### src/design/xtea_pkg.sv
// shared types, constants and the round mixing function for the xtea cipher
`default_nettype none

package xtea_pkg;

  localparam logic [31:0] XteaDelta = 32'h9E37_79B9;
  localparam int unsigned WordW = 32;
  localparam int unsigned CfgIdxW = 3;
  localparam int unsigned RoundCntW = 7;

  // configuration register indexes
  localparam logic [CfgIdxW-1:0] CfgDecrypt = 3'd0;
  localparam logic [CfgIdxW-1:0] CfgRounds  = 3'd1;
  localparam logic [CfgIdxW-1:0] CfgKey0    = 3'd2;
  localparam logic [CfgIdxW-1:0] CfgKey1    = 3'd3;
  localparam logic [CfgIdxW-1:0] CfgKey2    = 3'd4;
  localparam logic [CfgIdxW-1:0] CfgKey3    = 3'd5;

  localparam logic [RoundCntW-1:0] RoundsReset = 7'd32;

  typedef logic [3:0][WordW-1:0] xtea_key_t;

  // one block in flight plus its running sum
  typedef struct packed {
    logic             vld;
    logic [WordW-1:0] v0;
    logic [WordW-1:0] v1;
    logic [WordW-1:0] sum;
  } xtea_lane_t;

  typedef struct packed {
    logic [WordW-1:0] r0;
    logic [WordW-1:0] r1;
  } xtea_pair_t;

  function automatic logic [WordW-1:0] xtea_mix(input logic [WordW-1:0] x);
    return ((x << 4) ^ (x >> 5)) + x;
  endfunction

endpackage

`default_nettype wire

### src/design/xtea_out_buf.sv
// two-entry output buffer that decouples the round pipeline from the receiver
`default_nettype none

module xtea_out_buf import xtea_pkg::*; (
  input  wire logic       clk_i,
  input  wire logic       rst_ni,
  input  wire logic       push_i,
  input  wire xtea_pair_t push_data_i,
  input  wire logic       out_ready_i,
  output logic            out_valid_o,
  output xtea_pair_t      out_data_o,
  output logic            full_o
);

  xtea_pair_t ent_q [2];
  xtea_pair_t ent_d [2];
  logic [1:0] cnt_q;
  logic [1:0] cnt_d;
  logic       pop;

  assign out_valid_o = (cnt_q != 2'd0);
  assign full_o      = (cnt_q == 2'd2);
  assign pop         = out_valid_o && out_ready_i;
  assign out_data_o  = ent_q[0];

  always_comb begin
    ent_d[0] = ent_q[0];
    ent_d[1] = ent_q[1];
    cnt_d    = cnt_q;
    if (push_i && !pop) begin
      // never full here: the pipeline holds while full and stalled
      if (cnt_q[0]) begin
        ent_d[1] = push_data_i;
      end else begin
        ent_d[0] = push_data_i;
      end
      cnt_d = cnt_q + 2'd1;
    end else if (push_i && pop) begin
      if (cnt_q == 2'd1) begin
        ent_d[0] = push_data_i;
      end else begin
        ent_d[0] = ent_q[1];
        ent_d[1] = push_data_i;
      end
    end else if (pop) begin
      ent_d[0] = ent_q[1];
      cnt_d    = cnt_q - 2'd1;
    end
  end

  always_ff @(posedge clk_i or negedge rst_ni) begin
    if (!rst_ni) begin
      cnt_q <= 2'd0;
    end else begin
      cnt_q <= cnt_d;
    end
  end

  always_ff @(posedge clk_i) begin
    ent_q[0] <= ent_d[0];
    ent_q[1] <= ent_d[1];
  end

endmodule

`default_nettype wire

### config.mk
export PLATFORM = sky130hd
export DESIGN_NAME = xtea_out_buf
export DESIGN_NICKNAME = d
export VERILOG_FILES = /design/src/design/xtea_pkg.sv /design/src/design/xtea_out_buf.sv
export SDC_FILE = /design/constraint.sdc
export NUM_CORES = 1
export LEC_CHECK = 0
export ABC_AREA = 0
export BUFFER_PORTS_ARGS = -buffer_cell sky130_fd_sc_hd__buf_4
export CAP_MARGIN = 10
export CORE_UTILIZATION = 35
export DETAILED_ROUTE_END_ITERATION = 7
export PLACE_DENSITY = 0.53
export SYNTH_ARGS = -nofsm -noshare
export SYNTH_HDL_FRONTEND = slang
export SYNTH_SLANG_ARGS = --single-unit
### constraint.sdc
create_clock -name clk_i -period 9.99 [get_ports clk_i]
set_input_delay 0.999 -clock clk_i [delete_from_list [all_inputs] [get_ports clk_i]]
set_output_delay 0.999 -clock clk_i [all_outputs]
set_load 0.05 [all_outputs]
# [Word-level counts from Yosys, hierarchy flattened]
# Memory sizes are Yosys's and may differ from the RTL's.
# Cells that the tools add are included.
[op_classes] eq_ne=3 muxes=11 add_sub_neg=2 reduce_logical=7
[op_table] operator="2-to-1 mux 64 bit" count=7
[op_table] operator="2-to-1 mux 128 bit" count=1
[op_table] operator="2-to-1 mux 2 bit" count=3
[op_table] operator="nonzero test 2 bit" count=2
[op_table] operator="logical AND 1 bit" count=3
[op_table] operator="adder 2 x 1 -> 2 bit (second input constant)" count=1
[op_table] operator="equality test 2 x 1 -> 1 bit (second input constant)" count=1
[op_table] operator="equality test 2 bit (second input constant)" count=1
[op_table] operator="inequality test 2 bit (second input constant)" count=1
[op_table] operator="AND reduction 2 bit" count=1
[op_table] operator="subtractor 2 x 1 -> 2 bit (second input constant)" count=1
[op_table] operator="zero test 1 bit" count=1
[word_totals] regBits=2 wordCells=25 out_inout_bits=66 in_bits=68 n_memories=1 ram_bits=128
[mem_list] memory="ent_q" words=2 width=64 read_ports=2 rd_clocked_by_memory_dff=0 write_ports=2 line="xtea_out_buf.sv:15" source="xtea_pair_t ent_q [2];"

# [Logic depth before layout (Yosys ltp)]
[depth] depth_word=6 ltp_mapped=8 mapped_depth_nobuf=7

# [Worst setup path before layout]
# OpenSTA, ideal clock, no wires.
[synth_timing] path_kind="in2reg" from="input out_ready_i" to="memory ent_q[0][100] in the netlist's numbering (enable)" cell_stages=4 path_slack_ns=4.635 arrival_time_ns=4.838 n_path_buf=0 cell_sequence="nor2b_1 -> ha_1 -> nor2b_1 -> a2bb2oi_1"
[synth_rtl] item="start: declaration" line="xtea_out_buf.sv:9" source="input wire logic out_ready_i,"
[synth_rtl] item="end: declaration" line="xtea_out_buf.sv:15"

==> results.toml <==
[synth]
synth_top_area_share = 0.719
post_synth_cell_types = 16
mappedNetlistArea_um2 = 5350
synthMostInstantiatedCell = "sky130_fd_sc_hd__edfxtp_1"
yosys-top-cells-count = "128 x sky130_fd_sc_hd__edfxtp_1, 66 x sky130_fd_sc_hd__buf_4, 59 x sky130_fd_sc_hd__mux2_2"
yosys_warnings = 0
seq_area_frac_synth = 0.728
postSynth.asyncResetShare = 0.0154
synth_area_leader_cell = "sky130_fd_sc_hd__edfxtp_1"
synth-main-ff-cell = "sky130_fd_sc_hd__edfxtp_1"
synth-edff-count = 128
cells_taking_the_most_area_after_synthesis = "sky130_fd_sc_hd__edfxtp_1 72%, sky130_fd_sc_hd__mux2_2 12%, sky130_fd_sc_hd__buf_4 9.3%"
syn_inst = 287
postSynthAreaPerCell_um2 = 18.6
synth-seq-cells = 130
synthesis.nets = 362

[detailed_routing]
detail_route.iter0.violations = 162
drt_pass1_iterations = 6
final_antenna_net_count = 0
wl_mm = 9.16
vias_per_cell = 4.42
vias = 2510
route.detailed.wl_per_inst_um = 16.1
drc = 7

[global_route]
grt_antenna_before_repair = 0
grt_pass1_wl_mm = 13.9
grt_overflow_total = 0
grt_start_max_net_pins = 48
first_global_vias = 2586
grt_util_all_layers = 0.122

[cts]
clock_tree_from_tritoncts = "done"
cts_max_path_buffers = 2
cts_inserted_buffers = 17
cts_max_level = 4
cts.repair.resized = 0
clockRootBuffer = "sky130_fd_sc_hd__clkbuf_16"
cts_sinks = 130
ctsHoldBuffers = 0
cts.reportedPaths.clkPinSlew_ns = 0.05
clk_latency_ns = 0.40
post_cts.repair.setup_buffers = 0

[run_status]
run_status = "finished with violations"
violated_checks = "design-rule violations"

[setup_path]
timing.reg2reg.setup_slack_ns = 6.70
critPathLaunchType = "flip-flop"
arrival_ns = 3.44
critPathRequiredTime_ns = 10.14
timing.setup.critical_path_class = "reg -> reg"
critical_path.endpoint_type = "flip-flop"
rr_startpoint = "cnt_q[0]"
rr_worst_depth = 8
slowest_delay_ns = 0.61
worstPathMaxFanout = 43
path_cells = "inv_1 -> ha_1 -> nor2b_1 -> inv_1 -> ha_1 -> a21oi_4 -> buf_4 -> mux2_2"
crit_slowest_cell = "sky130_fd_sc_hd__buf_4"
crit-reg2reg-capture = "ent_q[0][0]"

[floorplanning]
die_height_um = 126
placement_rows = 44
starting_density_of_the_core = 0.364
chipWidth_um = 126
coreArea_um2 = 14700
pin_count = 134
fp.dieArea_um2 = 15800

[placed_design]
port_buffers = 133
detailed_place_hpwl_mm = 5.81
setup_slack_placement_ns = 6.38
final_weighted_congestion_of_routability_driven_global_placement = 0.684
place.detailed.instances = 537

[run]
max-cap-violations = 0

[sta]
grt_setup_unrepaired = "no"
fin_setup_tns_ns = 0
clock.fmax_mhz = 304
fin_skew_ns = 0.00738
timing_max_transition_violations_final = 0
final-setup-viol-count = 0
max_slew_margin = 0.452
post-route-worst-setup-slack_ns = 6.70
tightestPinTransition_ns = 0.819
hold_violations = 0
fraction_of_the_cycle_the_final_worst_path_needs = 0.330
final_period_minus_worst_setup_slack_ns = 3.29

[finish]
syn_to_final_growth_pct = 23.4
finalNetCount = 447
stdcell_count = 568
layout-drive-gt1-share = 0.573
antenna_cells = 0

[power_and_ir_drop]
p_leak_uw = 0.00254
peakVddDrop_mv = 0.116
power.density_nw_per_um2 = 321

[hold_path]
worst_hold_path_type = "in -> async"
-- kinds of logic (layout without fill, tap and decap cells) --
logic type | Yosys count | count (layout) | synth area share
fa+ha+maj | 7 | 7 | 0.0164
simple gates | 5 | 5 | 0.00585
buf+inv | 75 | 172 | 0.105
xor+xnor | 1 | 1 | 0.00164
flops | 130 | 130 | 0.728
compound gates | 4 | 4 | 0.00655
mux | 65 | 65 | 0.137
-- through the flow --
| stage | hold slack, ns | total power, uW | instance area (um2) | util |
|---|---|---|---|---|
| floorplan | 0.508 | 1500 | 5350 | - |
| CTS | 0.345 | 2150 | 6600 | 0.449 |
| global route | 0.344 | 2210 | 6600 | 0.449 |
| global placement | 0.518 | 1590 | 6090 | 0.414 |
| finish | 0.365 | 2120 | 6600 | 0.449 |
| detailed placement | 0.518 | 1600 | 6090 | 0.414 |
-- worst max path at each step --
stage / startpoint / to / slack (ns) / cells past startpoint
3_5_place_dp: out_ready_i / ent_q[0][39] / 6.38 / 7
3_3_place_gp: out_ready_i / ent_q[0][42] / 6.42 / 7
4_1_cts: cnt_q[0] / ent_q[0][58] / 6.63 / 8
6_report: cnt_q[0] / ent_q[0][0] / 6.70 / 8
5_1_grt: cnt_q[0] / ent_q[0][0] / 6.44 / 8
2_1_floorplan: out_ready_i / ent_q[0][100] / 4.64 / 4
-- power by group --
part / internal, uW / switching, uW
Sequential: 810 / 44.8
Clock: 336 / 204
Combinational: 223 / 501
Total: 1370 / 750
-- worst max-delay path, delay by kind of cell, from the launching register on --
| family | cells | cell delay [ns] |
|---|---|---|
| buffers and inverters | 3 | 0.85 |
| AOI/OAI and AO/OA | 1 | 0.60 |
| DFF | 1 | 0.45 |
| adders and majority gates | 2 | 0.52 |
| muxes | 1 | 0.40 |
| and+or+nand+nor | 1 | 0.15 |
-- registers in the layout, indices dropped and copies added, names as in the netlist --
| name | cells |
|---|---|
| ent_q | 128 |
| cnt_q | 2 |
-- routing by layer --
| metal | global-route usage | routed length, um |
|---|---|---|
| met5 | 0 | 0 |
| met3 | 0.0513 | 554 |
| met4 | 0.0624 | 132 |
| met1 | 0.146 | 3940 |
| met2 | 0.187 | 4530 |
-- layout make-up --
cell class / count / area, um2
multi-input cells: 82 / 922
clock buffers: 23 / 448
inverters: 5 / 18.8
well taps: 184 / 230
clock inverters: 8 / 63.8
fillers: 1298 / 8100
repair buffers: 136 / 1020
flip-flops and latches: 130 / 3890
-- placed cells by master (no fill, tap or decap), types with 2 or more instances in the layout --
| master | netlist | final |
|---|---|---|
| sky130_fd_sc_hd__clkinv_1 | 0 | 3 |
| sky130_fd_sc_hd__clkbuf_1 | 0 | 6 |
| sky130_fd_sc_hd__mux2_1 | 5 | 5 |
| sky130_fd_sc_hd__inv_1 | 5 | 5 |
| sky130_fd_sc_hd__clkinv_2 | 0 | 3 |
| sky130_fd_sc_hd__buf_4 | 66 | 136 |
| sky130_fd_sc_hd__dfrtp_1 | 2 | 2 |
| sky130_fd_sc_hd__ha_1 | 7 | 7 |
| sky130_fd_sc_hd__clkbuf_16 | 0 | 17 |
| sky130_fd_sc_hd__edfxtp_1 | 128 | 128 |
| sky130_fd_sc_hd__a21oi_4 | 1 | 2 |
| sky130_fd_sc_hd__nand2b_1 | 2 | 2 |
| sky130_fd_sc_hd__mux2_2 | 59 | 59 |
| sky130_fd_sc_hd__nor2b_1 | 3 | 3 |
Power figures use the tool's default switching activity.
